File: src/button_debounce_hold_repeat_macros.svh
// ----------------------------------------------------------------------------
// Button debounce assertion macros
// Shared concurrent assertion forms for the button debouncer.
// ----------------------------------------------------------------------------
`ifndef BUTTON_DEBOUNCE_HOLD_REPEAT_MACROS_SVH
`define BUTTON_DEBOUNCE_HOLD_REPEAT_MACROS_SVH

// Same-cycle implication, disabled while reset is high.
`define BDHR_ASSERT_NOW(label, clk, rst, ante, cons, msg) \
   label: assert property (@(posedge clk) disable iff (rst) (ante) |-> (cons)) \
      else $error(msg);

// Next-cycle implication, disabled while reset is high.
`define BDHR_ASSERT_NEXT(label, clk, rst, ante, cons, msg) \
   label: assert property (@(posedge clk) disable iff (rst) (ante) |=> (cons)) \
      else $error(msg);

`endif

File: src/bdhr_pkg.sv
// ----------------------------------------------------------------------------
// Button debounce package
// Widths, button positions, register indexes and reset values.
// ----------------------------------------------------------------------------
package bdhr_pkg;

   localparam int TIME_BITS = 32;
   localparam int NOW_BITS  = 32;
   localparam int NUM_BTN   = 5;
   localparam int CSR_BITS  = 16;
   localparam int IDX_BITS  = 3;

   localparam int KEY_UP    = 0;
   localparam int KEY_LAMP  = 1;
   localparam int KEY_POWER = 2;
   localparam int KEY_MENU  = 3;
   localparam int KEY_DN    = 4;

   typedef logic [NUM_BTN-1:0]   btn_mask_type;
   typedef logic [TIME_BITS-1:0] time_type;

   // Buttons that step (up and down); the others give short events.
   localparam btn_mask_type STEP_BTNS = btn_mask_type'((1 << KEY_UP) | (1 << KEY_DN));

   typedef enum logic [IDX_BITS-1:0] {
      CSR_MENU_HOLD    = 3'd0,
      CSR_POWER_HOLD   = 3'd1,
      CSR_DEBOUNCE     = 3'd2,
      CSR_REPEAT_START = 3'd3,
      CSR_REPEAT_INTV  = 3'd4
   } csr_index_type;

   localparam logic [15:0] MENU_HOLD_RESET    = 16'd2000;
   localparam logic [15:0] POWER_HOLD_RESET   = 16'd2000;
   localparam logic [7:0]  DEBOUNCE_RESET     = 8'd40;
   localparam logic [15:0] REPEAT_START_RESET = 16'd600;
   localparam logic [15:0] REPEAT_INTV_RESET  = 16'd150;

endpackage

File: src/bdhr_if.sv
// ----------------------------------------------------------------------------
// Button debounce channel interfaces
// Valid/ready channels for update beats and result beats.
// ----------------------------------------------------------------------------
interface bdhr_req_if;
   import bdhr_pkg::*;
   logic                valid;
   logic                ready;
   logic [NOW_BITS-1:0] now_time;
   btn_mask_type        raw_mask;

   modport source (output valid, now_time, raw_mask, input ready);
   modport sink   (input valid, now_time, raw_mask, output ready);
endinterface

interface bdhr_rsp_if;
   import bdhr_pkg::*;
   logic         valid;
   logic         ready;
   btn_mask_type pressed_mask;
   btn_mask_type short_mask;
   btn_mask_type long_mask;
   btn_mask_type step_mask;

   modport source (output valid, pressed_mask, short_mask, long_mask, step_mask,
                   input ready);
   modport sink   (input valid, pressed_mask, short_mask, long_mask, step_mask,
                   output ready);
endinterface

File: src/button_debounce_hold_repeat.sv
// ----------------------------------------------------------------------------
// Button debouncer with long press and auto-repeat
// Five-button debounce, short/long press events and up/down repeat steps.
// ----------------------------------------------------------------------------
//   Channel  Direction  Content
//   req      in         now_time (32b ms), raw_mask (5b raw pressed bits)
//   rsp      out        pressed_mask, short_mask, long_mask, step_mask (5b each)
//   csr      in         write enable, 3b register index, 16b write data
//
// An update beat is held in the input register while the per-button logic
// works on it, then moves into the result register, from which it leaves on rsp.
// A new beat can be accepted every cycle while rsp does not stall; the per-button
// state updates in the same cycle the beat moves into the result register, so
// the next beat sees it.
// A stall on rsp holds the result register and, through it, the input register.
// Synchronous reset clears all button state and restores register defaults.
// ----------------------------------------------------------------------------
`include "button_debounce_hold_repeat_macros.svh"

module button_debounce_hold_repeat (
   input  logic                             clock,
   input  logic                             reset,
   bdhr_req_if.sink                         req,
   bdhr_rsp_if.source                       rsp,
   input  logic                             csr_write_en,
   input  logic [bdhr_pkg::IDX_BITS-1:0]    csr_index,
   input  logic [bdhr_pkg::CSR_BITS-1:0]    csr_wdata
);
   import bdhr_pkg::*;

   // Configuration registers.
   logic [15:0] menu_hold_ff;
   logic [15:0] power_hold_ff;
   logic [7:0]  debounce_ff;
   logic [15:0] repeat_start_ff;
   logic [15:0] repeat_intv_ff;

   // Input register stage.
   logic          s1_valid_ff;
   time_type      s1_now_ff;
   btn_mask_type  s1_raw_ff;

   // Per-button state.
   btn_mask_type  raw_latched_ff, raw_latched_in;
   btn_mask_type  stable_ff, stable_in;
   btn_mask_type  long_done_ff, long_done_in;
   time_type      raw_change_ff  [NUM_BTN];
   time_type      raw_change_in  [NUM_BTN];
   time_type      press_start_ff [NUM_BTN];
   time_type      press_start_in [NUM_BTN];
   time_type      last_step_ff   [NUM_BTN];
   time_type      last_step_in   [NUM_BTN];

   // Result register.
   logic          rsp_valid_ff;
   btn_mask_type  pressed_ff, short_ff, long_ff, step_ff;

   // Per-button working values.
   time_type      rc_el [NUM_BTN];
   time_type      ps_el [NUM_BTN];
   time_type      ls_el [NUM_BTN];
   time_type      ps_el_new [NUM_BTN];
   time_type      ls_el_new [NUM_BTN];
   time_type      hold_sel [NUM_BTN];
   btn_mask_type  chg, deb_ok, toggle, press, release_ev, long_mid, rep;
   btn_mask_type  short_m, long_m, step_m;
   logic          fire;

   // The input stage moves forward when the result register is empty or drains.
   assign fire      = s1_valid_ff && (!rsp_valid_ff || rsp.ready);
   assign req.ready = !s1_valid_ff || fire;

   // Configuration writes; indexes beyond the list are ignored.
   always_ff @(posedge clock) begin
      if (reset) begin
         menu_hold_ff    <= MENU_HOLD_RESET;
         power_hold_ff   <= POWER_HOLD_RESET;
         debounce_ff     <= DEBOUNCE_RESET;
         repeat_start_ff <= REPEAT_START_RESET;
         repeat_intv_ff  <= REPEAT_INTV_RESET;
      end else if (csr_write_en) begin
         unique case (csr_index_type'(csr_index))
            CSR_MENU_HOLD:    menu_hold_ff    <= csr_wdata;
            CSR_POWER_HOLD:   power_hold_ff   <= csr_wdata;
            CSR_DEBOUNCE:     debounce_ff     <= csr_wdata[7:0];
            CSR_REPEAT_START: repeat_start_ff <= csr_wdata;
            CSR_REPEAT_INTV:  repeat_intv_ff  <= csr_wdata;
            default: begin
            end
         endcase
      end
   end

   // Input register. The time is cast to the counter width here.
   always_ff @(posedge clock) begin
      if (reset) begin
         s1_valid_ff <= 1'b0;
      end else if (req.ready) begin
         s1_valid_ff <= req.valid;
      end
   end

   always_ff @(posedge clock) begin
      if (req.valid && req.ready) begin
         s1_now_ff <= TIME_BITS'(req.now_time);
         s1_raw_ff <= req.raw_mask;
      end
   end

   // Per-button update. Each button is independent; the elapsed times against
   // the stored stamps are formed in parallel, and a stamp that this beat
   // rewrites to the current time is known to give an elapsed time of zero.
   always_comb begin
      raw_latched_in = s1_raw_ff;
      short_m        = '0;
      long_m         = '0;
      step_m         = '0;
      for (int i = 0; i < NUM_BTN; i++) begin
         rc_el[i] = s1_now_ff - raw_change_ff[i];
         ps_el[i] = s1_now_ff - press_start_ff[i];
         ls_el[i] = s1_now_ff - last_step_ff[i];

         if (i == KEY_MENU) begin
            hold_sel[i] = TIME_BITS'(menu_hold_ff);
         end else if (i == KEY_POWER) begin
            hold_sel[i] = TIME_BITS'(power_hold_ff);
         end else begin
            hold_sel[i] = '0;
         end

         // A fresh raw change has zero elapsed time, so it only passes
         // straight through when the debounce time is zero.
         chg[i]    = s1_raw_ff[i] ^ raw_latched_ff[i];
         deb_ok[i] = chg[i] ? (debounce_ff == 8'd0)
                            : (rc_el[i] >= TIME_BITS'(debounce_ff));
         toggle[i]     = deb_ok[i] && (stable_ff[i] ^ s1_raw_ff[i]);
         press[i]      = toggle[i] && s1_raw_ff[i];
         release_ev[i] = toggle[i] && !s1_raw_ff[i];
         stable_in[i]  = stable_ff[i] ^ toggle[i];
         long_mid[i]   = press[i] ? 1'b0 : long_done_ff[i];

         short_m[i] = release_ev[i] && !long_done_ff[i] && !STEP_BTNS[i];

         ps_el_new[i] = press[i] ? '0 : ps_el[i];
         ls_el_new[i] = press[i] ? '0 : ls_el[i];

         long_m[i] = (hold_sel[i] != '0) && stable_in[i] && !long_mid[i]
                     && (ps_el_new[i] >= hold_sel[i]);
         long_done_in[i] = long_mid[i] | long_m[i];

         rep[i] = STEP_BTNS[i] && stable_in[i]
                  && (ps_el_new[i] >= TIME_BITS'(repeat_start_ff))
                  && (ls_el_new[i] >= TIME_BITS'(repeat_intv_ff));
         step_m[i] = (press[i] && STEP_BTNS[i]) || rep[i];

         raw_change_in[i]  = chg[i] ? s1_now_ff : raw_change_ff[i];
         press_start_in[i] = press[i] ? s1_now_ff : press_start_ff[i];
         last_step_in[i]   = (press[i] || rep[i]) ? s1_now_ff : last_step_ff[i];
      end
   end

   // State commits only when the beat moves into the result register.
   always_ff @(posedge clock) begin
      if (reset) begin
         raw_latched_ff <= '0;
         stable_ff      <= '0;
         long_done_ff   <= '0;
         for (int i = 0; i < NUM_BTN; i++) begin
            raw_change_ff[i]  <= '0;
            press_start_ff[i] <= '0;
            last_step_ff[i]   <= '0;
         end
      end else if (fire) begin
         raw_latched_ff <= raw_latched_in;
         stable_ff      <= stable_in;
         long_done_ff   <= long_done_in;
         for (int i = 0; i < NUM_BTN; i++) begin
            raw_change_ff[i]  <= raw_change_in[i];
            press_start_ff[i] <= press_start_in[i];
            last_step_ff[i]   <= last_step_in[i];
         end
      end
   end

   // Result register.
   always_ff @(posedge clock) begin
      if (reset) begin
         rsp_valid_ff <= 1'b0;
      end else if (fire) begin
         rsp_valid_ff <= 1'b1;
      end else if (rsp.ready) begin
         rsp_valid_ff <= 1'b0;
      end
   end

   always_ff @(posedge clock) begin
      if (fire) begin
         pressed_ff <= stable_in;
         short_ff   <= short_m;
         long_ff    <= long_m;
         step_ff    <= step_m;
      end
   end

   assign rsp.valid        = rsp_valid_ff;
   assign rsp.pressed_mask = pressed_ff;
   assign rsp.short_mask   = short_ff;
   assign rsp.long_mask    = long_ff;
   assign rsp.step_mask    = step_ff;

   // A short event is only reported on a release.
   `BDHR_ASSERT_NOW(a_short_released, clock, reset, rsp_valid_ff,
                    (short_ff & pressed_ff) == '0, "short event on a pressed button")

   // A long event is only reported while the button is held.
   `BDHR_ASSERT_NOW(a_long_held, clock, reset, rsp_valid_ff,
                    (long_ff & ~pressed_ff) == '0, "long event on a released button")

   // Once reported, a long event is remembered for the rest of the press.
   `BDHR_ASSERT_NEXT(a_long_recorded, clock, reset, fire && (long_m != '0),
                     (long_done_ff & $past(long_m)) == $past(long_m),
                     "long event not recorded")

   // The debounced state only moves when a beat is processed.
   `BDHR_ASSERT_NEXT(a_stable_hold, clock, reset, !fire, $stable(stable_ff),
                     "stable state changed without a beat")

endmodule
File: src/flat_wrapper.sv
// flat-port wrapper written by rule: the top's interface ports become plain ports
module button_debounce_hold_repeat_flat import bdhr_pkg::*;
  (clock, reset, csr_write_en, csr_index, csr_wdata, req_valid, req_now_time, req_raw_mask, req_ready, rsp_valid, rsp_pressed_mask, rsp_short_mask, rsp_long_mask, rsp_step_mask, rsp_ready);
  bdhr_req_if req_i ();
  bdhr_rsp_if rsp_i ();
  input  logic clock;
  input  logic reset;
  input  logic csr_write_en;
  input  logic [bdhr_pkg::IDX_BITS-1:0] csr_index;
  input  logic [bdhr_pkg::CSR_BITS-1:0] csr_wdata;
  input wire logic [$bits(req_i.valid)-1:0] req_valid;
  input wire logic [$bits(req_i.now_time)-1:0] req_now_time;
  input wire logic [$bits(req_i.raw_mask)-1:0] req_raw_mask;
  output wire logic [$bits(req_i.ready)-1:0] req_ready;
  output wire logic [$bits(rsp_i.valid)-1:0] rsp_valid;
  output wire logic [$bits(rsp_i.pressed_mask)-1:0] rsp_pressed_mask;
  output wire logic [$bits(rsp_i.short_mask)-1:0] rsp_short_mask;
  output wire logic [$bits(rsp_i.long_mask)-1:0] rsp_long_mask;
  output wire logic [$bits(rsp_i.step_mask)-1:0] rsp_step_mask;
  input wire logic [$bits(rsp_i.ready)-1:0] rsp_ready;
  assign req_i.valid = req_valid;
  assign req_i.now_time = req_now_time;
  assign req_i.raw_mask = req_raw_mask;
  assign req_ready = req_i.ready;
  assign rsp_valid = rsp_i.valid;
  assign rsp_pressed_mask = rsp_i.pressed_mask;
  assign rsp_short_mask = rsp_i.short_mask;
  assign rsp_long_mask = rsp_i.long_mask;
  assign rsp_step_mask = rsp_i.step_mask;
  assign rsp_i.ready = rsp_ready;
  button_debounce_hold_repeat u_core (.clock(clock), .reset(reset), .req(req_i), .rsp(rsp_i), .csr_write_en(csr_write_en), .csr_index(csr_index), .csr_wdata(csr_wdata));
endmodule
File: config.mk
export PLATFORM = sky130hd
export DESIGN_NAME = button_debounce_hold_repeat_flat
export DESIGN_NICKNAME = d
export VERILOG_FILES = /design/src/bdhr_pkg.sv /design/src/bdhr_if.sv /design/src/button_debounce_hold_repeat.sv /design/src/flat_wrapper.sv
export VERILOG_INCLUDE_DIRS = /design/src /design/src/src
export SDC_FILE = /design/constraint.sdc
export NUM_CORES = 2
export LEC_CHECK = 0
export BUFFER_PORTS_ARGS = -buffer_cell sky130_fd_sc_hd__buf_2
export CORE_AREA = 5 5 343 345
export CTS_CLUSTER_DIAMETER = 150
export CTS_CLUSTER_SIZE = 25
export DETAILED_ROUTE_END_ITERATION = 8
export DIE_AREA = 0 0 348 350
export GPL_TIMING_DRIVEN = 0
export PLACE_DENSITY = 0.59
export SLEW_MARGIN = 25
export SYNTH_ARGS = -nofsm -noshare
export SYNTH_HDL_FRONTEND = slang
export SYNTH_SLANG_ARGS = --single-unit
export TNS_END_PERCENT = 1
File: constraint.sdc
create_clock -name clock -period 18.24 [get_ports clock]
set_clock_uncertainty 0.15 [all_clocks]
set_input_delay 5.472 -clock clock [delete_from_list [all_inputs] [get_ports clock]]
set_output_delay 5.472 -clock clock [all_outputs]
set_load 0.01 [all_outputs]
==> metrics.txt <==
Synth Flop Type=edfxtp_1; Slew Limit Fails=0; first-pass GRT wire length=209 mm; die area=122,000 sq um; final net count=5,206; average size of a mapped cell=8.84 sq um; CORE AREA=114,000 sq um; vias in the first global route=32,400; r2r setup slk=8.51 ns; clock sinks=487; slew of the pin with the lowest slew margin=1.15 ns; M2 GR Usage=37.1%; fin crit period=11.65 ns; Netlist cell types=91; Tcrit/Tclk final=63.9%; setup violators final=0; Yosys warning total=0; Clk Latency, worst-skew pair=0.63 ns; CTS tree=done; HP Start=u_core.repeat_start_ff[8]; f_max=0.0858 GHz; fin cells=6,194; Placement Rows=124; worst-path fanout max=4; drt first pass iters=6; slew margin rel.=23.0%; P_leak=18.0 nW; I/O pin count=83; CP Class=in -> out; WP data arrival=6.03 ns; Die Wd=348 microns; setup TNS=0 ns; placed instance count=6,144; Fillers=11,600; most common cell after layout, fill and taps aside=inv_1; post-synth top area cell=edfxtp_1; dpl hpwl=108 mm; Synth area leaders=edfxtp_1 (30%), ha_1 (15%), a21oi_1 (4.9%), inv_1 (4.9%), dfxtp_1 (4.3%); H-Tree Level Count=1; met1 usage=31.3%; CTS Buf Count=23; Max-Cap Viols=0; Die Y=350 microns; grt peak-use layer=met2; post-synthesis async set-or-reset flop share=0%; RSZ-0062 raised after global routing=no; IO buf count=73; largest net degree at the start of global routing=33; Cell Pwr Density=70.2 nW/um^2; vias=35,200; P&R area growth vs syn=10.5%; outcome=finished clean; final hold viol count=0; commonest cells after routing, fill and taps aside=inv_1 (514), ha_1 (477), edfxtp_1 (401); CTS clk-pin slew, worst paths=0.11 ns; Post-Synthesis Cell Area=39,700 sq um; Yosys reg bits=487; worst path required time=12.62 ns; Final Wtd Congestion=0.925; maximum vdd ir drop=67.3 uV; gr ovfl total=0; Post-CTS Setup Bufs=0; DRC violations left=0; Avg WL per Cell=23.2 microns; EDFF count, synth=401; Worst setup startpoint=rsp_ready; layout cells sized above 1=6.05%; Root Driver=clkbuf_16; total wire length=144 mm; Clock Path Buffers=3; register area share after synthesis=34.7%; CP startpoint kind=primary input; Synth top area share=30.3%; PostCTS Resize Cnt=0; Antenna Nets Post-Route=0; Post-CTS Hold Buffers=0; FF-to-FF Start=u_core.s1_now_ff[4]; Iter 0 DRT Violations=3,568; Post-Synthesis Cells=4,490; M3 GR Usage=2.65%; vias per inst=5.68; initial core utilization=34.9%; worst hold path type=reg -> reg; CP Capture Type=output port; gr usage total=22.7%; initial antenna violation count=23
[routing by layer]
| metal | vias to the layer above | wire length, microns |
|---|---|---|
| li1 | 16700 | - |
| met1 | 16900 | 62900 |
| met2 | 1300 | 64500 |
| met3 | 243 | 10400 |
| met4 | 0 | 5810 |
| met5 | - | 0 |
[through the flow]
step	hold slack [ns]	power, mW	setup WS (ns)	util [%]	area (sq um)
finish	0.320	3.08	6.59	38.5	43900
global route	0.330	3.25	6.51	38.5	43800
CTS	0.317	3.08	6.58	38.5	43800
detailed placement	0.302	2.44	6.59	37.9	43200
global placement	0.294	2.40	6.61	36.9	42000
floorplan	0.286	2.11	6.85	-	39700
[area by class of cell]
type                       count  area, sq um  area share, %
sequential                   487        13800           31.4
buffer                       120          507           1.16
antenna                        8         20.0         0.0456
multi-input combinational   3374        23600           53.9
timing repair buffer         135         1450           3.30
tap                         1512         1890           4.31
clock inverter                 5         27.5         0.0628
clock buffer                  37          638           1.46
inverter                     516         1940           4.42
[final timing paths]
check | end | cells after the start
worst max-delay path | req_ready | 4
worst min-delay path | u_core.repeat_start_ff[8] | 2
worst max register to register | u_core.last_step_ff[4][8] | 29
worst min register to register | u_core.repeat_start_ff[8] | 2
[synthesized netlist by cell type, types with 88 or more instances]
master and count:
xor2_1 90, edfxtp_1 401, xnor2_1 124, inv_1 515, nor2_1 329, nand3_1 94, a21oi_1 388, o21ai_0 221
nand2_1 372, clkbuf_1 88, a21o_1 148, ha_1 477
[critical path: stages]
cell	delay, ns
buf_2	0.10
nor2b_1	0.21
nand2_1	0.10
buf_2	0.15
[cell families (layout without fill, tap and decap cells)]
logic type | count (synthesis) | count (layout) | share of synthesized area, %
multiplexers | 48 | 48 | 1.24
AO/OA/AOI/OAI | 1301 | 1301 | 21.5
buffers and inverters | 636 | 813 | 6.15
AND/OR/NAND/NOR | 1315 | 1315 | 16.2
flip-flops | 487 | 487 | 34.7
adder cells (fa/ha/maj) | 488 | 488 | 15.6
XOR/XNOR | 214 | 214 | 4.72
other | 1 | 16 | 0.00945
[flip-flops by register name, summed over array words and instances, names as in the netlist]
signal                   flops
u_core.repeat_intv_ff       16
u_core.rsp.valid             1
u_core.s1_now_ff            32
u_core.s1_valid_ff           1
u_core.stable_ff             5
u_core.repeat_start_ff      16
u_core.rsp.short_mask        3
u_core.press_start_ff      128
u_core.debounce_ff           8
u_core.power_hold_ff        16
u_core.menu_hold_ff         16
u_core.rsp.pressed_mask      5
u_core.raw_latched_in        5
u_core.last_step_ff         64
u_core.raw_change_ff       160
u_core.rsp.step_mask         2
u_core.raw_latched_ff        5
u_core.long_done_ff          2
u_core.rsp.long_mask         2
[report_power, final]
group          total [mW]  switching [mW]  internal (mW)  leakage (nW)
clock               0.640           0.395          0.246         0.327
sequential           1.29          0.0324           1.26          4.85
combinational        1.14           0.700          0.444          12.8
total                3.08            1.13           1.95          18.0
No activity file was read; power rests on OpenSTA's default activity.
